<file path="config.mk">
export PLATFORM = sky130hd
export DESIGN_NAME = selective_receive_mailbox
export DESIGN_NICKNAME = d
export VERILOG_FILES = /design/src/hw/rtl/smb_pkg.sv /design/src/hw/rtl/smb_store.sv /design/src/hw/rtl/smb_ctrl.sv /design/src/hw/rtl/selective_receive_mailbox.sv
export SDC_FILE = /design/constraint.sdc
export NUM_CORES = 1
export LEC_CHECK = 0
export BUFFER_PORTS_ARGS = -buffer_cell sky130_fd_sc_hd__buf_2
export CAP_MARGIN = 20
export CORE_ASPECT_RATIO = 1.25
export CORE_MARGIN = 1.5
export CORE_UTILIZATION = 55
export CTS_CLUSTER_SIZE = 14
export DETAILED_ROUTE_END_ITERATION = 10
export PLACE_DENSITY = 0.72
export SYNTH_ARGS = -nofsm -noshare
export SYNTH_HDL_FRONTEND = slang
export SYNTH_HIERARCHICAL = 1
export SYNTH_SLANG_ARGS = --single-unit
export TNS_END_PERCENT = 5
</file>
<file path="constraint.sdc">
create_clock -name clk_i -period 18 [get_ports clk_i]
set_input_delay 0 -clock clk_i [delete_from_list [all_inputs] [get_ports clk_i]]
set_output_delay 0 -clock clk_i [all_outputs]
set_load 0.02 [all_outputs]
</file>
<file path="src/hw/rtl/smb_pkg.sv">
`timescale 1ns / 1ps

package smb_pkg;

  localparam int DEFAULT_DEPTH = 16;

  localparam int ID_W   = 8;
  localparam int WORD_W = 32;
  localparam int OCC_W  = 5;

  localparam logic OP_SEND = 1'b0;
  localparam logic OP_RECV = 1'b1;

  typedef struct packed {
    logic [ID_W-1:0]   sender;
    logic [ID_W-1:0]   receiver;
    logic [WORD_W-1:0] payload;
  } smb_entry_t;

  typedef struct packed {
    logic              accepted;
    logic              found;
    logic [ID_W-1:0]   sender;
    logic [WORD_W-1:0] payload;
    logic [OCC_W-1:0]  occupancy;
  } smb_result_t;

endpackage

</file>
<file path="src/hw/rtl/smb_store.sv">
`timescale 1ns / 1ps

module smb_store #(
  parameter int Depth = smb_pkg::DEFAULT_DEPTH,
  localparam int AW = $clog2(Depth)
) (
  input  logic                clk_i,
  input  logic                rd_en_i,
  input  logic [AW-1:0]       rd_addr_i,
  output smb_pkg::smb_entry_t rd_data_o,
  input  logic                wr_en_i,
  input  logic [AW-1:0]       wr_addr_i,
  input  smb_pkg::smb_entry_t wr_data_i
);

  smb_pkg::smb_entry_t mem [Depth];
  smb_pkg::smb_entry_t rd_data_q;

  always_ff @(posedge clk_i) begin
    if (wr_en_i) begin
      mem[wr_addr_i] <= wr_data_i;
    end
  end

  always_ff @(posedge clk_i) begin
    if (rd_en_i) begin
      rd_data_q <= mem[rd_addr_i];
    end
  end

  assign rd_data_o = rd_data_q;

endmodule

</file>
<file path="src/hw/rtl/smb_ctrl.sv">
`timescale 1ns / 1ps

module smb_ctrl #(
  parameter int Depth = smb_pkg::DEFAULT_DEPTH,
  localparam int AW = $clog2(Depth),
  localparam int CW = $clog2(Depth + 1)
) (
  input  logic                         clk_i,
  input  logic                         rst_ni,
  input  logic                         in_valid_i,
  output logic                         in_stall_o,
  input  logic                         op_i,
  input  logic [smb_pkg::ID_W-1:0]     src_id_i,
  input  logic [smb_pkg::ID_W-1:0]     dst_id_i,
  input  logic [smb_pkg::WORD_W-1:0]   payload_i,
  output logic                         res_valid_o,
  input  logic                         res_take_i,
  output smb_pkg::smb_result_t         res_o,
  output logic                         rd_en_o,
  output logic [AW-1:0]                rd_addr_o,
  input  smb_pkg::smb_entry_t          rd_data_i,
  output logic                         wr_en_o,
  output logic [AW-1:0]                wr_addr_o,
  output smb_pkg::smb_entry_t          wr_data_o
);

  localparam logic [1:0] ST_IDLE  = 2'd0;
  localparam logic [1:0] ST_SCAN  = 2'd1;
  localparam logic [1:0] ST_SHIFT = 2'd2;
  localparam logic [1:0] ST_DONE  = 2'd3;

  logic [1:0]                   state_q, state_d;
  logic [CW-1:0]                count_q, count_d;
  logic [CW-1:0]                ptr_q, ptr_d;
  logic                         pend_q, pend_d;
  logic [AW-1:0]                data_idx_q, data_idx_d;
  logic [smb_pkg::ID_W-1:0]     rcv_q, rcv_d;
  logic                         accepted_q, accepted_d;
  logic                         found_q, found_d;
  logic [smb_pkg::ID_W-1:0]     sender_q, sender_d;
  logic [smb_pkg::WORD_W-1:0]   payload_q, payload_d;

  logic in_fire;
  logic issue;
  logic hit;

  assign in_stall_o = (state_q != ST_IDLE);
  assign in_fire    = in_valid_i && !in_stall_o;
  assign issue      = (ptr_q < count_q);
  assign hit        = pend_q && (rd_data_i.receiver == rcv_q);

  assign rd_addr_o = ptr_q[AW-1:0];

  always_comb begin
    state_d    = state_q;
    count_d    = count_q;
    ptr_d      = ptr_q;
    pend_d     = pend_q;
    data_idx_d = data_idx_q;
    rcv_d      = rcv_q;
    accepted_d = accepted_q;
    found_d    = found_q;
    sender_d   = sender_q;
    payload_d  = payload_q;
    rd_en_o    = 1'b0;
    wr_en_o    = 1'b0;
    wr_addr_o  = count_q[AW-1:0];
    wr_data_o  = '{sender: src_id_i, receiver: dst_id_i, payload: payload_i};

    case (state_q)
      ST_IDLE: begin
        if (in_fire) begin
          accepted_d = 1'b0;
          found_d    = 1'b0;
          sender_d   = '0;
          payload_d  = '0;
          rcv_d      = dst_id_i;
          ptr_d      = '0;
          pend_d     = 1'b0;
          if (op_i == smb_pkg::OP_SEND) begin
            if (count_q < CW'(Depth)) begin
              wr_en_o    = 1'b1;
              accepted_d = 1'b1;
              count_d    = count_q + CW'(1);
            end
            state_d = ST_DONE;
          end else begin
            state_d = ST_SCAN;
          end
        end
      end
      ST_SCAN: begin
        rd_en_o = issue;
        pend_d  = issue;
        if (issue) begin
          ptr_d      = ptr_q + CW'(1);
          data_idx_d = ptr_q[AW-1:0];
        end
        if (hit) begin
          found_d   = 1'b1;
          sender_d  = rd_data_i.sender;
          payload_d = rd_data_i.payload;
          state_d   = ST_SHIFT;
        end else if (!pend_q && !issue) begin
          state_d = ST_DONE;
        end
      end
      ST_SHIFT: begin
        rd_en_o = issue;
        pend_d  = issue;
        if (issue) begin
          ptr_d      = ptr_q + CW'(1);
          data_idx_d = ptr_q[AW-1:0];
        end
        if (pend_q) begin
          wr_en_o   = 1'b1;
          wr_addr_o = data_idx_q - AW'(1);
          wr_data_o = rd_data_i;
        end else if (!issue) begin
          count_d = count_q - CW'(1);
          state_d = ST_DONE;
        end
      end
      ST_DONE: begin
        if (res_take_i) begin
          state_d = ST_IDLE;
        end
      end
      default: begin
        state_d = ST_IDLE;
      end
    endcase
  end

  always_ff @(posedge clk_i or negedge rst_ni) begin
    if (!rst_ni) begin
      state_q <= ST_IDLE;
      count_q <= '0;
      ptr_q   <= '0;
      pend_q  <= 1'b0;
    end else begin
      state_q <= state_d;
      count_q <= count_d;
      ptr_q   <= ptr_d;
      pend_q  <= pend_d;
    end
  end

  always_ff @(posedge clk_i) begin
    data_idx_q <= data_idx_d;
    rcv_q      <= rcv_d;
    accepted_q <= accepted_d;
    found_q    <= found_d;
    sender_q   <= sender_d;
    payload_q  <= payload_d;
  end

  assign res_valid_o     = (state_q == ST_DONE);
  assign res_o.accepted  = accepted_q;
  assign res_o.found     = found_q;
  assign res_o.sender    = sender_q;
  assign res_o.payload   = payload_q;
  assign res_o.occupancy = smb_pkg::OCC_W'(count_q);

`ifndef SYNTHESIS
  a_count_bound: assert property (@(posedge clk_i) disable iff (!rst_ni)
    count_q <= CW'(Depth))
    else $error("held count exceeds depth");

  a_wr_in_range: assert property (@(posedge clk_i) disable iff (!rst_ni)
    wr_en_o |-> (CW'(wr_addr_o) < count_q) || (state_q == ST_IDLE))
    else $error("compaction write outside the held messages");

  a_pend_busy: assert property (@(posedge clk_i) disable iff (!rst_ni)
    pend_q |-> (state_q == ST_SCAN) || (state_q == ST_SHIFT))
    else $error("read data pending outside a receive");

  a_one_kind: assert property (@(posedge clk_i) disable iff (!rst_ni)
    res_valid_o |-> !(res_o.found && res_o.accepted))
    else $error("result both stored and found");

  a_shift_drop: assert property (@(posedge clk_i) disable iff (!rst_ni)
    (state_q == ST_SHIFT) && (state_d == ST_DONE) |=> count_q == $past(count_q) - CW'(1))
    else $error("receive did not remove one message");
`endif

endmodule

</file>
<file path="src/hw/rtl/selective_receive_mailbox.sv">
`timescale 1ns / 1ps

// Channel  Direction  Handshake              Payload
// in       input      in_valid_i/in_stall_o  op_i, src_id_i, dst_id_i, payload_i
// out      output     out_valid_o/out_stall_i accepted_o, found_o, msg_sender_o,
//                                             msg_payload_o, occupancy_o
//
// A send transaction stores the message if there is room, then posts the result.
// In a receive transaction the scan and the compaction read one slot a cycle through the
// single read port of the store.
// The input stalls from acceptance until the result is handed to the output register.
// A new transaction is accepted while a finished result still waits on a stalled output.
// Reset empties the mailbox at once; the message store itself is not cleared.

module selective_receive_mailbox #(
  parameter int Depth = smb_pkg::DEFAULT_DEPTH
) (
  input  logic                       clk_i,
  input  logic                       rst_ni,
  input  logic                       in_valid_i,
  output logic                       in_stall_o,
  input  logic                       op_i,
  input  logic [smb_pkg::ID_W-1:0]   src_id_i,
  input  logic [smb_pkg::ID_W-1:0]   dst_id_i,
  input  logic [smb_pkg::WORD_W-1:0] payload_i,
  output logic                       out_valid_o,
  input  logic                       out_stall_i,
  output logic                       accepted_o,
  output logic                       found_o,
  output logic [smb_pkg::ID_W-1:0]   msg_sender_o,
  output logic [smb_pkg::WORD_W-1:0] msg_payload_o,
  output logic [smb_pkg::OCC_W-1:0]  occupancy_o
);

  localparam int AW = $clog2(Depth);

  logic                 res_valid;
  logic                 res_take;
  smb_pkg::smb_result_t res;
  logic                 rd_en;
  logic [AW-1:0]        rd_addr;
  smb_pkg::smb_entry_t  rd_data;
  logic                 wr_en;
  logic [AW-1:0]        wr_addr;
  smb_pkg::smb_entry_t  wr_data;

  logic                 out_valid_q, out_valid_d;
  smb_pkg::smb_result_t out_q, out_d;

  smb_ctrl #(
    .Depth(Depth)
  ) u_ctrl (
    .clk_i        (clk_i),
    .rst_ni       (rst_ni),
    .in_valid_i   (in_valid_i),
    .in_stall_o   (in_stall_o),
    .op_i         (op_i),
    .src_id_i     (src_id_i),
    .dst_id_i     (dst_id_i),
    .payload_i    (payload_i),
    .res_valid_o  (res_valid),
    .res_take_i   (res_take),
    .res_o        (res),
    .rd_en_o      (rd_en),
    .rd_addr_o    (rd_addr),
    .rd_data_i    (rd_data),
    .wr_en_o      (wr_en),
    .wr_addr_o    (wr_addr),
    .wr_data_o    (wr_data)
  );

  smb_store #(
    .Depth(Depth)
  ) u_store (
    .clk_i    (clk_i),
    .rd_en_i  (rd_en),
    .rd_addr_i(rd_addr),
    .rd_data_o(rd_data),
    .wr_en_i  (wr_en),
    .wr_addr_i(wr_addr),
    .wr_data_i(wr_data)
  );

  assign res_take = !out_valid_q || !out_stall_i;

  always_comb begin
    out_valid_d = out_valid_q;
    out_d       = out_q;
    if (res_valid && res_take) begin
      out_valid_d = 1'b1;
      out_d       = res;
    end else if (!out_stall_i) begin
      out_valid_d = 1'b0;
    end
  end

  always_ff @(posedge clk_i or negedge rst_ni) begin
    if (!rst_ni) begin
      out_valid_q <= 1'b0;
    end else begin
      out_valid_q <= out_valid_d;
    end
  end

  always_ff @(posedge clk_i) begin
    out_q <= out_d;
  end

  assign out_valid_o   = out_valid_q;
  assign accepted_o    = out_q.accepted;
  assign found_o       = out_q.found;
  assign msg_sender_o  = out_q.sender;
  assign msg_payload_o = out_q.payload;
  assign occupancy_o   = out_q.occupancy;

endmodule

</file>
==> impl_metrics.py <==
metrics = {
    "critical_path": {
        "cp.arrival_ps": 5070,
        "path_max_fanout": 57,
        "path_class": "reg -> reg",
        "required_ps": 18260,
        "start_kind": "flop",
        "crit_path_end_kind": "flop",
    },
    "clocking": {
        "htreeDepth": 3,
        "cts_tree": "done",
        "clock_latency_ps": 630,
        "cts_made_buffers": 86,
        "clock_path_buffers": 3,
        "cts_root_buffer": "clkbuf_16",
        "cts.reportedPaths.clkPinSlew_ps": 60,
        "clock_sinks": 931,
    },
    "yosys": {
        "ys_ff_latch": 931,
        "synth_ff_type": "edfxtp_1",
        "synth_nets": 1666,
        "synth.top_cell.area_share_pct": 77.8,
        "yosysWarningCount": 6,
        "yosys.area.top_type": "edfxtp_1",
        "ys_types": 49,
        "async_reset_ff_share_pct": 1.50,
        "syn_avg_cell_area_sq_um": 22.1,
        "synthCells": 1599,
        "synth_area_sq_mm": 0.0354,
        "synth_edf_count": 917,
        "synthTopCellsByArea": "edfxtp_1 78%, mux4_2 12%, a22oi_1 2.1%",
        "synth-seq-area-share_pct": 78.8,
    },
    "floorplan": {
        "start_util_pct": 55.8,
        "die-area_sq_mm": 0.0659,
        "dieWidth_um": 230,
        "rows": 103,
        "ios": 102,
        "die_h_um": 287,
        "coreArea_sq_mm": 0.0634,
    },
    "global_routing": {
        "grt_overflow": 0,
        "grt_use_met2_pct": 38.3,
        "met3_usage_pct": 2.79,
        "antenna_found_initial": 1,
        "grt_pass1_wl_mm": 107,
        "grt.busiest_layer": "met2",
        "grt_max_degree": 154,
        "globalRouteTotalUtil_pct": 22.0,
        "grt_pass1_vias": 17200,
        "met1_usage_pct": 28.6,
    },
    "cells_and_area": {
        "fill_cells": 4219,
        "antennaDiodeCount": 0,
        "finalNonFillerCells": 2695,
        "multi_input_area_sq_mm": 0.00721,
        "area_delta_synth_final_pct": 13.7,
        "regArea_sq_mm": 0.0279,
        "layout-drive-gt1-share_pct": 27.8,
        "nets": 1854,
    },
    "pwr": {
        "p_total_uw": 6520,
        "p_leak_uw": 0.0129,
        "p_per_area_mw_per_mm2": 162,
        "irDropWorstVdd_uv": 85.1,
    },
    "sta": {
        "fin_setup_tns_ps": 0,
        "slew_viol_final": 0,
        "setup_viol": 0,
        "period_minus_slack_ps": 4820,
        "worst_pin_slew_ps": 1050,
        "fin_hold_ws_ps": 16.1,
        "skew_ps": 21.7,
        "rsz0062_at_grt": "false",
        "finalHoldViolCount": 0,
        "max-slew-margin-rel_pct": 30.0,
        "timing.final.crit_share_pct": 26.8,
        "fmax_mhz": 208,
    },
    "min_path": {
        "hold_class": "in -> reg",
    },
    "routing": {
        "dr.pass1.iters": 5,
        "routed_wirelength_mm": 70.3,
        "drt_iter0_markers": 1604,
        "ant_nets": 0,
        "viasPerCell": 6.03,
        "wl_per_cell_um": 26.1,
        "route.detailed.drc": 0,
        "vias": 16300,
    },
    "placement": {
        "io_buffers": 101,
        "placedCellCount": 2487,
        "dp_hpwl_mm": 37.2,
        "place_congestion": 0.792,
    },
    "outcome": {
        "status": "complete, no violations",
    },
    "flow_run": {
        "maxCapViolations": 0,
    },
}
stage by stage:
stage                     cell area, sq um  worst slack (ps)  utilization [%]
after CTS                            40200             13110             63.4
after global placement               36900             13340             58.3
after global routing                 40200             12860             63.4
final                                40200             13180             63.4
after detailed placement             36900             13170             58.3
after floorplan                      35400             12060                -
cell usage after synthesis, types with 2 or more instances:
cell type  number
mux2i_1         2
nand3_1         9
dfrtp_1        14
a41oi_1         2
o21ai_0         9
nor2_1         20
a2bb2oi_1       2
inv_1          10
and2_1         42
a21o_1          4
nand2_1        62
ha_1           13
buf_4          25
buf_2           9
a21oi_1        11
mux2_1          2
nor3_1         10
buf_1          15
xor2_1          9
o211ai_1        4
nor2b_1         4
nand3b_1        3
xnor2_1         6
mux4_2        192
a22oi_1        97
mux2_2         48
nand2b_1        3
clkbuf_1       34
a31oi_1         2
edfxtp_1      917
worst max-delay path, cell delays in order, from the launching register on:
cell and delay (ps):
dfrtp_1 410, inv_1 110, ha_1 420, nand2_4 620
o21ai_0 980, nand2b_1 440, nor2_4 820, buf_4 600
layout make-up:
class                      count  area share, %
inverter                      11          0.103
clock buffer                 115           5.78
sequential                   931           69.4
clock inverter                41           1.03
multi-input combinational    574           17.9
tap                          840           2.61
timing repair buffer         183           3.17
report_power, final:
| part | switching [uW] | internal (uW) |
|---|---|---|
| sequential | 143 | 2960 |
| combinational | 1010 | 636 |
| clock | 753 | 1020 |
| total | 1900 | 4620 |
cells in the final DEF, fill, tap and decap left out, types with 2 or more instances in the layout:
cell type / Yosys / routed
edfxtp_1: 917 / 917
mux4_2: 192 / 192
buf_2: 9 / 101
a22oi_1: 97 / 97
clkbuf_16: 0 / 89
nand2_1: 62 / 61
dlygate4sd3_1: 0 / 52
mux2_2: 48 / 48
and2_1: 42 / 41
buf_4: 25 / 28
clkbuf_1: 34 / 26
clkinv_1: 1 / 17
nor2_4: 0 / 13
clkinv_2: 0 / 12
dfrtp_1: 14 / 12
ha_1: 13 / 12
inv_1: 10 / 10
a21oi_1: 11 / 10
xor2_1: 9 / 9
o21ai_0: 9 / 9
nand3_1: 9 / 9
bufinv_16: 0 / 8
nor2_1: 20 / 7
nor3_1: 10 / 6
xnor2_1: 6 / 6
a21o_1: 4 / 4
inv_6: 0 / 4
o211ai_1: 4 / 4
nor3_2: 0 / 4
nand3b_1: 3 / 3
nand2b_1: 3 / 3
buf_12: 0 / 2
nor2b_1: 4 / 2
a41oi_1: 2 / 2
a2bb2oi_1: 2 / 2
mux2i_1: 2 / 2
a31oi_1: 2 / 2
mux2_1: 2 / 2
dfrtp_4: 0 / 2
nor2b_4: 0 / 2
worst paths after layout:
| check | start | to | slack, ps | cells after the start |
|---|---|---|---|---|
| max | u_ctrl/state_q[0]$_DFFE_PN0P_ | u_store/mem[14][11]$_DFFE_PP_ | 13180 | 7 |
| min | payload_i[25] | u_store/mem[13][25]$_DFFE_PP_ | 20 | 2 |
| max reg2reg | u_ctrl/state_q[0]$_DFFE_PN0P_ | u_store/mem[14][11]$_DFFE_PP_ | 13180 | 7 |
| min reg2reg | u_ctrl/payload_q[14]$_SDFFCE_PN0P_ | msg_payload_o[14]$_DFFE_PP_ | 410 | 0 |
| max in group asynchronous | rst_ni | u_ctrl/ptr_q[0]$_DFFE_PN0P_ | 16980 | 3 |
| min in group asynchronous | rst_ni | u_ctrl/count_q[2]$_DFFE_PN0P_ | 500 | 3 |
registers in the layout, indices dropped and copies added (netlist names):
register / flops
msg_payload_o: 32
u_ctrl/count_q: 5
u_ctrl/found_q: 1
u_store/mem: 768
u_ctrl/sender_q: 8
occupancy_o: 5
accepted_o: 1
u_ctrl/rcv_q: 8
out_valid_o: 1
u_ctrl/accepted_q: 1
u_store/rd_data_o: 48
u_ctrl/state_q: 2
u_ctrl/pend_q: 1
u_ctrl/data_idx_q: 4
u_ctrl/ptr_q: 5
msg_sender_o: 8
u_ctrl/payload_q: 32
found_o: 1
timing repair:
action                                 CTS  global route
buffers inserted                         0             0
hold buffers                            52             0
endpoints found under the hold margin  747             0
gates resized for setup                  0             0
metal layers:
metal / vias up / wire length [um]
met5: - / 0
met4: 0 / 2220
met3: 123 / 3640
met2: 550 / 37000
met1: 8530 / 27400
li1: 7047 / -
kinds of logic (layout without fill, tap and decap cells):
family / Yosys count / count (layout) / synth area share, %
flops: 931 / 931 / 78.8
mux: 244 / 244 / 13.9
simple gates: 161 / 161 / 2.24
compound gates: 140 / 140 / 2.88
buf+inv: 94 / 350 / 1.29
xor+xnor: 15 / 15 / 0.371
fa+ha+maj: 14 / 14 / 0.516
Note: power is estimated with default switching activity, not from simulation.
